<file path="src/rtl/rsp_pkg.sv">
// Shared types for the ramp-and-soak profile sequencer.
// No dependencies; used by the top level and its checker.
package rsp_pkg;

  typedef enum logic [1:0] {
    PH_IDLE     = 2'd0,
    PH_WAITING  = 2'd1,
    PH_COOKING  = 2'd2,
    PH_FINISHED = 2'd3
  } phase_t;

  typedef enum logic [2:0] {
    OP_TICK      = 3'd0,
    OP_START_NOW = 3'd1,
    OP_START_AT  = 3'd2,
    OP_START_BY  = 3'd3,
    OP_NEXT      = 3'd4,
    OP_ABORT     = 3'd5,
    OP_WRITE     = 3'd6,
    OP_NONE      = 3'd7
  } opcode_t;

  typedef enum logic [2:0] {
    ST_IDLE,
    ST_RD,
    ST_EV,
    ST_APPLY,
    ST_MUL,
    ST_DIV,
    ST_OUT
  } state_t;

  localparam int TEMP_W = 12;
  localparam int TIME_W = 32;
  localparam int NUM_W  = TEMP_W + TIME_W;

endpackage

</file>
<file path="src/rtl/ramp_soak_profile_sequencer.sv">
// Ramp-and-soak setpoint programmer: recipe memory, step walk and serial divider.
// Depends on rsp_pkg.
//
// Each item walks the recipe memory, one read and one evaluation per step, then applies
// its opcode; when a tick lands inside a ramp step, a multiply and the bit-per-cycle
// serial divider follow before the result is registered.
// The recipe memory holds RECIPES*STEPS entries with a valid bit each, so it reads as zero
// right after reset with no clearing pass. One item is in work at a time; its result waits
// in an output register while the next item may already be accepted.
module ramp_soak_profile_sequencer #(
  parameter int RECIPES = 4,
  parameter int STEPS   = 8
) (
  input  logic        clk,
  input  logic        rst,
  input  logic        item_valid,
  output logic        item_ready,
  input  logic [2:0]  opcode,
  input  logic [31:0] now_seconds,
  input  logic [1:0]  recipe_index,
  input  logic [2:0]  step_index,
  input  logic [31:0] step_duration,
  input  logic [11:0] step_temperature,
  input  logic [31:0] target_time,
  output logic        result_valid,
  input  logic        result_ready,
  output logic [11:0] setpoint,
  output logic        released,
  output logic [1:0]  phase,
  output logic [31:0] remaining_seconds
);

  localparam int ENTRIES = RECIPES * STEPS;
  localparam int AW      = (ENTRIES > 1) ? $clog2(ENTRIES) : 1;
  localparam int SCW     = (STEPS > 1) ? $clog2(STEPS) : 1;
  localparam int DCW     = $clog2(rsp_pkg::NUM_W);
  localparam int MW      = rsp_pkg::TEMP_W + rsp_pkg::TIME_W;

  rsp_pkg::state_t state, state_next;

  logic [MW-1:0]  mem [ENTRIES];
  logic [ENTRIES-1:0] mem_vld;
  logic [MW-1:0]  rdata;
  logic           rvld;
  logic [AW-1:0]  rd_addr, wr_addr;
  logic           wr_en;

  rsp_pkg::opcode_t op;
  logic [31:0] now_q, tgt_q, dur_q;
  logic [1:0]  rec_q, run_rec;
  logic [2:0]  stp_q;
  logic [11:0] tmp_q;

  rsp_pkg::phase_t ph;
  logic [1:0]  active_recipe;
  logic [31:0] start_time;

  logic [SCW-1:0] idx;
  logic [31:0] total, el0, e, pd, de, dd, wold;
  logic [11:0] pt, tf, t0, t1;
  logic        found, fdiv, sp_en;
  logic [rsp_pkg::NUM_W-1:0] num;
  logic [31:0] rem;
  logic [DCW-1:0] dcnt;

  logic rec_ok, stp_ok, can_arm, last_step;
  logic [31:0] d_rd, es, rd_full, wr_full;
  logic [11:0] t_rd, mag, q12, ramp_val;
  logic [32:0] rem_sh;
  logic        neg;

  assign rec_ok    = {30'd0, rec_q} < 32'(RECIPES);
  assign stp_ok    = {29'd0, stp_q} < 32'(STEPS);
  assign can_arm   = (ph == rsp_pkg::PH_IDLE) || (ph == rsp_pkg::PH_WAITING);
  assign last_step = 32'(idx) == 32'(STEPS - 1);
  assign d_rd      = rvld ? rdata[31:0] : 32'd0;
  assign t_rd      = rvld ? rdata[MW-1:32] : 12'd0;
  assign es        = e - pd;
  assign rd_full   = 32'(run_rec) * 32'(STEPS) + 32'(idx);
  assign wr_full   = 32'(rec_q) * 32'(STEPS) + 32'(stp_q);
  assign neg       = t1 < t0;
  assign mag       = neg ? (t0 - t1) : (t1 - t0);
  assign rem_sh    = {rem, num[rsp_pkg::NUM_W-1]};
  assign q12       = num[11:0];
  assign ramp_val  = !found ? 12'd0 : (!fdiv ? tf : (neg ? (t0 - q12) : (t0 + q12)));

  always_comb begin
    state_next = state;
    case (state)
      rsp_pkg::ST_IDLE:  if (item_valid) state_next = rsp_pkg::ST_RD;
      rsp_pkg::ST_RD:    state_next = rsp_pkg::ST_EV;
      rsp_pkg::ST_EV:    state_next = last_step ? rsp_pkg::ST_APPLY : rsp_pkg::ST_RD;
      rsp_pkg::ST_APPLY: begin
        if (op == rsp_pkg::OP_TICK && ph == rsp_pkg::PH_COOKING && found && fdiv)
          state_next = rsp_pkg::ST_MUL;
        else
          state_next = rsp_pkg::ST_OUT;
      end
      rsp_pkg::ST_MUL:   state_next = rsp_pkg::ST_DIV;
      rsp_pkg::ST_DIV: begin
        if (32'(dcnt) == 32'(rsp_pkg::NUM_W - 1)) state_next = rsp_pkg::ST_OUT;
      end
      rsp_pkg::ST_OUT:   if (!result_valid || result_ready) state_next = rsp_pkg::ST_IDLE;
      default:           state_next = rsp_pkg::ST_IDLE;
    endcase
  end

  always_comb begin
    item_ready = state == rsp_pkg::ST_IDLE;
    rd_addr    = rd_full[AW-1:0];
    wr_addr    = wr_full[AW-1:0];
    wr_en      = (state == rsp_pkg::ST_APPLY) && (op == rsp_pkg::OP_WRITE) && rec_ok && stp_ok;
  end

  always_ff @(posedge clk) begin
    if (wr_en) mem[wr_addr] <= {tmp_q, dur_q};
    if (state == rsp_pkg::ST_RD) begin
      rdata <= mem[rd_addr];
      rvld  <= mem_vld[rd_addr];
    end
  end

  always_ff @(posedge clk) begin
    if (rst) begin
      state         <= rsp_pkg::ST_IDLE;
      mem_vld       <= '0;
      ph            <= rsp_pkg::PH_IDLE;
      active_recipe <= 2'd0;
      start_time    <= 32'd0;
      result_valid  <= 1'b0;
    end else begin
      state <= state_next;
      if (result_valid && result_ready && state != rsp_pkg::ST_OUT) result_valid <= 1'b0;
      case (state)
        rsp_pkg::ST_IDLE: begin
          if (item_valid) begin
            op    <= rsp_pkg::opcode_t'(opcode);
            now_q <= now_seconds;
            tgt_q <= target_time;
            dur_q <= step_duration;
            rec_q <= recipe_index;
            stp_q <= step_index;
            tmp_q <= step_temperature;
            idx   <= '0;
            total <= 32'd0;
            found <= 1'b0;
            fdiv  <= 1'b0;
            el0   <= now_seconds - start_time;
            e     <= now_seconds - start_time;
            run_rec <= active_recipe;
            if ({30'd0, recipe_index} < 32'(RECIPES)) begin
              if (opcode == rsp_pkg::OP_START_NOW) run_rec <= recipe_index;
              if ((opcode == rsp_pkg::OP_START_AT || opcode == rsp_pkg::OP_START_BY) &&
                  (ph == rsp_pkg::PH_IDLE || ph == rsp_pkg::PH_WAITING))
                run_rec <= recipe_index;
            end
          end
        end
        rsp_pkg::ST_EV: begin
          total <= total + d_rd;
          idx   <= idx + 1'b1;
          if (32'(idx) == 32'(stp_q)) wold <= d_rd;
          if (!found) begin
            if (idx == '0) begin
              if (e <= d_rd) begin
                found <= 1'b1;
                tf    <= t_rd;
              end else begin
                pd <= d_rd;
                pt <= t_rd;
              end
            end else if (es < d_rd) begin
              found <= 1'b1;
              fdiv  <= 1'b1;
              de    <= es;
              dd    <= d_rd;
              t0    <= pt;
              t1    <= t_rd;
            end else begin
              e  <= es;
              pd <= d_rd;
              pt <= t_rd;
            end
          end
        end
        rsp_pkg::ST_APPLY: begin
          sp_en <= (op == rsp_pkg::OP_TICK) && (ph == rsp_pkg::PH_COOKING);
          if (wr_en) mem_vld[wr_addr] <= 1'b1;
          case (op)
            rsp_pkg::OP_TICK: begin
              if (ph == rsp_pkg::PH_WAITING) begin
                if (now_q >= start_time) begin
                  start_time <= now_q;
                  ph         <= rsp_pkg::PH_COOKING;
                end
              end else if (ph == rsp_pkg::PH_COOKING) begin
                if (el0 >= total) ph <= rsp_pkg::PH_FINISHED;
              end
            end
            rsp_pkg::OP_START_NOW: begin
              if (rec_ok) begin
                active_recipe <= rec_q;
                start_time    <= now_q;
                ph            <= rsp_pkg::PH_COOKING;
              end
            end
            rsp_pkg::OP_START_AT: begin
              if (rec_ok && can_arm) begin
                active_recipe <= rec_q;
                start_time    <= tgt_q;
                ph            <= rsp_pkg::PH_WAITING;
              end
            end
            rsp_pkg::OP_START_BY: begin
              if (rec_ok && can_arm) begin
                active_recipe <= rec_q;
                start_time    <= tgt_q - total;
                ph            <= rsp_pkg::PH_WAITING;
              end
            end
            rsp_pkg::OP_NEXT: begin
              if (ph == rsp_pkg::PH_FINISHED) begin
                ph <= rsp_pkg::PH_IDLE;
              end else if (ph == rsp_pkg::PH_WAITING) begin
                start_time <= now_q;
                ph         <= rsp_pkg::PH_COOKING;
              end
            end
            rsp_pkg::OP_ABORT: ph <= rsp_pkg::PH_IDLE;
            rsp_pkg::OP_WRITE: begin
              if (wr_en && rec_q == run_rec) total <= total - wold + dur_q;
            end
            default: ;
          endcase
        end
        rsp_pkg::ST_MUL: begin
          num  <= MW'(mag) * MW'(de);
          rem  <= 32'd0;
          dcnt <= '0;
        end
        rsp_pkg::ST_DIV: begin
          dcnt <= dcnt + 1'b1;
          if (rem_sh >= {1'b0, dd}) begin
            rem <= 32'(rem_sh - {1'b0, dd});
            num <= {num[rsp_pkg::NUM_W-2:0], 1'b1};
          end else begin
            rem <= rem_sh[31:0];
            num <= {num[rsp_pkg::NUM_W-2:0], 1'b0};
          end
        end
        rsp_pkg::ST_OUT: begin
          if (!result_valid || result_ready) begin
            result_valid <= 1'b1;
            setpoint     <= sp_en ? ramp_val : 12'd0;
            released     <= ph == rsp_pkg::PH_COOKING;
            phase        <= ph;
            if (ph == rsp_pkg::PH_COOKING)
              remaining_seconds <= ((now_q - start_time) >= total) ? 32'd0
                                   : total - (now_q - start_time);
            else if (ph == rsp_pkg::PH_WAITING)
              remaining_seconds <= (start_time > now_q) ? start_time - now_q : 32'd0;
            else
              remaining_seconds <= 32'd0;
          end
        end
        default: ;
      endcase
    end
  end

endmodule

</file>
<file path="config.mk">
export PLATFORM = sky130hd
export DESIGN_NAME = ramp_soak_profile_sequencer
export DESIGN_NICKNAME = d
export VERILOG_FILES = /design/src/rtl/rsp_pkg.sv /design/src/rtl/ramp_soak_profile_sequencer.sv
export SDC_FILE = /design/constraint.sdc
export NUM_CORES = 2
export LEC_CHECK = 0
export BUFFER_PORTS_ARGS = -buffer_cell sky130_fd_sc_hd__clkbuf_2
export CORE_MARGIN = 1.5
export CORE_UTILIZATION = 59
export DETAILED_ROUTE_END_ITERATION = 10
export PLACE_DENSITY = 0.86
export REMOVE_ABC_BUFFERS = 1
export SLEW_MARGIN = 20
export SYNTH_ARGS = -nofsm -noshare
export SYNTH_HDL_FRONTEND = slang
export SYNTH_SLANG_ARGS = --single-unit
</file>
<file path="constraint.sdc">
create_clock -name clk -period 13.74 [get_ports clk]
set_input_delay 1.374 -clock clk [delete_from_list [all_inputs] [get_ports clk]]
set_output_delay 1.374 -clock clk [all_outputs]
set_load 0.01 [all_outputs]
</file>
==> results.md <==
| Step | Metric | This run |
| --- | --- | --- |
| synth | Flip-flop cell with the highest count after synthesis | edfxtp_1 |
| global route | Global-route wire length before repair | 494900 µm |
| critical path | Most frequent CP cell | fa_1 |
| synth | Number of warnings printed during yosys synthesis | 0 |
| power | Static power due to leakage | 43.86 nW |
| synth | Post-Synthesis Cell Area | 107900 µm² |
| routing | Post-route ant nets | 0 |
| floorplanning | Total number of placement rows | 156 |
| cells and area | Fillers | 12141 |
| critical path | FF-to-FF setup slack | 3.77 ns |
| synth | Post-synth top cells | edfxtp_1 (1978), inv_1 (735), nand2_1 (559) |
| cells and area | Area grow syn2layout | 9.838% |
| cts | CTS Hold Bufs | 0 |
| routing | Detail-routed via count per cell | 6.844 |
| critical path | Crit path max-delay cell type | o21ai_0 |
| cells and area | Final core utilization | 0.6541 |
| cts | # clock sinks | 2050 |
| placement | Detailed placer's ending HPWL | 212300 µm |
| critical path | Reg-to-Reg End | num[39] |
| synth | Adder-Cell Fraction of Synth Area | 0.1215 |
| synth | Complex-gate fraction of the synthesized area | 0.07913 |
| cts | TritonCTS clock tree | built |
| sta | Max transition margin | 0.1298 |
| outcome | Outcome | finished clean |
| sta | Final total negative setup slack | 0 ns |
| synth | Number of synthesized flops with an enable pin | 1978 |
| critical path | Classification of the worst setup path | register to register |
| critical path | Crit path largest cell delay | 0.63 ns |
| global route | Via count of the first global-routing pass | 72101 |
| sta | Minimum hold slack | 0.4235 ns |
| critical path | Buf+Inv Stages, Crit Path | 5 |
| critical path | Count of cells along the worst register-to-register path | 32 |
| floorplanning | IO Pins | 169 |
| power | Power density relative to cell area | 126.7 nW/µm² |
| cells and area | Final #Nets | 8829 |
| cts | Number of buffers added by the clock tree synthesis step | 201 |
| global route | Congestion Overflow GR | 0 |
| synth | Mapped Avg Cell Area | 13.96 µm² |
| synth | Largest cells by area after synthesis | edfxtp_1 (55%), mux4_2 (9.4%), fa_1 (6.3%) |
| sta | Setup skew after layout | 0.1030 ns |
| floorplanning | Die Span Y | 430.6 µm |
| synth | Number of storage elements in the synthesis netlist | 2050 |
| synth | Cell with the most instances after synthesis | edfxtp_1 |
| routing | Wire length per cell after detailed routing | 33.11 µm |
| cts | CTS max path bufs | 3 |
| synth | Number of library cell types mapped by synthesis | 97 |
| floorplanning | Starting Density | 0.5955 |
| sta | Max Fclk | 100.3 MHz |
| global route | Initial antenna violation count | 23 |
| critical path | Type of element capturing the critical path | register |
| critical path | CP Launch Point | t1[0] |
| global route | Largest net degree at the start of global routing | 149 |
| power | Maximum ir drop on the vdd rail | 0.0001912 V |
| routing | Number of design rule violations left after detail routing | 0 |
| sta | Count of final setup violators | 0 |
| floorplanning | Core ar. | 181100 µm² |
| cts | Post-CTS setup buffer count | 0 |
| critical path | Logic depth of the worst path, buffers included | 32 |
| synth | Cell type with the largest total area after synthesis | edfxtp_1 |
| placement | Final weighted congestion of routability-driven global placement | 1.058 |
| hold path | Path category of the worst min-delay check | register to register |
| cells and area | Proportion of layout cells with a drive suffix above 1 | 0.1483 |
| synth | Top-area cell type share of the netlist area | 0.5506 |
| synth | Post-Synthesis Cells | 7725 |
| sta | Final hold vios | 0 |
| synth | Sequential cell area fraction in the yosys report | 0.5640 |
| cts | Cts repair resizes | 0 |
| sta | RSZ-0062 raised after global routing | no |
| cts | CTS clk-pin slew, worst paths | 0.06 ns |
| synth | Share of flip-flops with an asynchronous set or reset after synthesis | 0 |
| sta | Min cycle time layout | 9.973 ns |
| critical path | Worst path arrival time | 10.53 ns |
| critical path | Top fanout value on the critical path | 32 |
| critical path | Beginning of the worst register-to-register path | t1[0] |
| run | Number of max-cap violations | 0 |
| critical path | Cell family with the largest share of critical-path delay | adder cells |
| sta | Share of the clock period used by the worst path after layout | 0.7258 |
| routing | Total via count after detailed routing | 71336 |
| cts | Clock root buffer | clkbuf_16 |
| cts | Clock Latency Late Sink | 0.92 ns |
| critical path | Required time worst endpoint | 14.30 ns |
| synth | Largest family of logic cells by synthesized area | adder cells |
| sta | Least-Margin Pin Slew | 1.299 ns |
| synth | Share of synthesized area spent on multiplexers | 0.1034 |
| global route | Combined global-route utilization of all metal layers | 0.3724 |
| floorplanning | Die Span X | 430.6 µm |
| critical path | Endpoint of the most critical setup path | num[39] |
| placement | Port Buf Inserts | 168 |
| cts | Number of H-tree levels | 4 |
| routing | First-pass DRT Iterations | 9 |
| floorplanning | Die Footprint | 185400 µm² |
| routing | Routed wire length | 345100 µm |
| routing | Number of violations reported at the end of detailed-routing iteration 0 | 10527 |
| sta | Max-slew violation count | 0 |
| critical path | Startpoint Class | register |
| synth | Simple logic cell fraction of the synthesized area | 0.06857 |
| synth | Area share of xor/xnor cells in the synthesized design | 0.02582 |
[state kept, by name, summed over array words and instances, names as in the netlist, 32 cells and up]
| signal | count |
|---|---|
| start_time | 32 |
| rem | 32 |
| remaining_seconds | 32 |
| mem_vld | 32 |
| dd | 32 |
| rdata | 44 |
| now_q | 32 |
| total | 32 |
| tgt_q | 32 |
| pd | 32 |
| wold | 32 |
| dur_q | 32 |
| el0 | 32 |
| e | 32 |
| num | 44 |
| mem | 1408 |
| de | 32 |
[cells by family (layout without fill, tap and decap cells)]
family,count (synthesis),count (layout)
adders and majority gates,842,842
AOI/OAI and AO/OA,1319,1319
and+or+nand+nor,1587,1587
xor gates and xnor gates,318,318
other,0,11
buffers and inverters,1065,1382
DFF,2050,2050
muxes,544,544
[worst min-delay path by stage]
| stage | startpoint | endpoint | slack (ns) | cells past startpoint |
|---|---|---|---|---|
| 6_report | pt[5] | t0[5] | 0.42 | 0 |
| 5_1_grt | pt[10] | t0[10] | 0.42 | 0 |
| 4_1_cts | pt[10] | t0[10] | 0.42 | 0 |
| 3_5_place_dp | pt[8] | t0[8] | 0.41 | 0 |
| 3_3_place_gp | pt[8] | t0[8] | 0.40 | 0 |
| 2_1_floorplan | pt[0] | t0[0] | 0.40 | 0 |
[final cells by class]
type / instances / area, µm² / share of cell area
flip-flops and latches: 2050 / 60840 / 0.5135
clock inverters: 126 / 1479 / 0.01248
well taps: 2370 / 2965 / 0.02503
repair buffers: 267 / 1653 / 0.01395
clock buffers: 252 / 5365 / 0.04528
inverters: 737 / 2766 / 0.02335
multi-input cells: 4610 / 43390 / 0.3662
diodes: 11 / 27.53 / 0.0002323
[metal layers]
metal,GRT usage,vias up,routed length [µm]
li1,-,28875,-
met1,0.4462,34994,112000
met2,0.5985,5832,161800
met3,0.08978,1613,41890
met4,0.2568,22,29230
met5,0,-,149
[placed cells by master (no fill, tap or decap), types with 91 or more instances in the layout]
master and count:
nand2b_1 91, and2_1 119, a21oi_1 433, a21o_1 202, clkbuf_16 204, xor2_1 139
nand2_1 559, fa_1 342, buf_4 92, mux4_2 450, edfxtp_1 1978, nor2_1 358
clkbuf_2 167, ha_1 500, o21ai_0 204, xnor2_1 171, nand3_1 94, inv_1 735
[metrics by stage]
step,setup slack [ns],cells,total power (W),cell area [µm²]
after CTS,3.901,10409,0.01496,118400
final,3.767,10423,0.01501,118500
after global routing,3.173,10415,0.01542,118500
after detailed placement,3.945,10031,0.009224,111500
after global placement,3.991,10031,0.009156,111500
after floorplan,-4.744,7397,0.008755,106600
[where the power goes]
part	leakage, nW	internal (W)	switching [W]
sequential	18.4	0.00694	0.0000862
combinational	22.1	0.000853	0.00130
clock	3.31	0.00324	0.00259
Power figures use the tool's default switching activity.
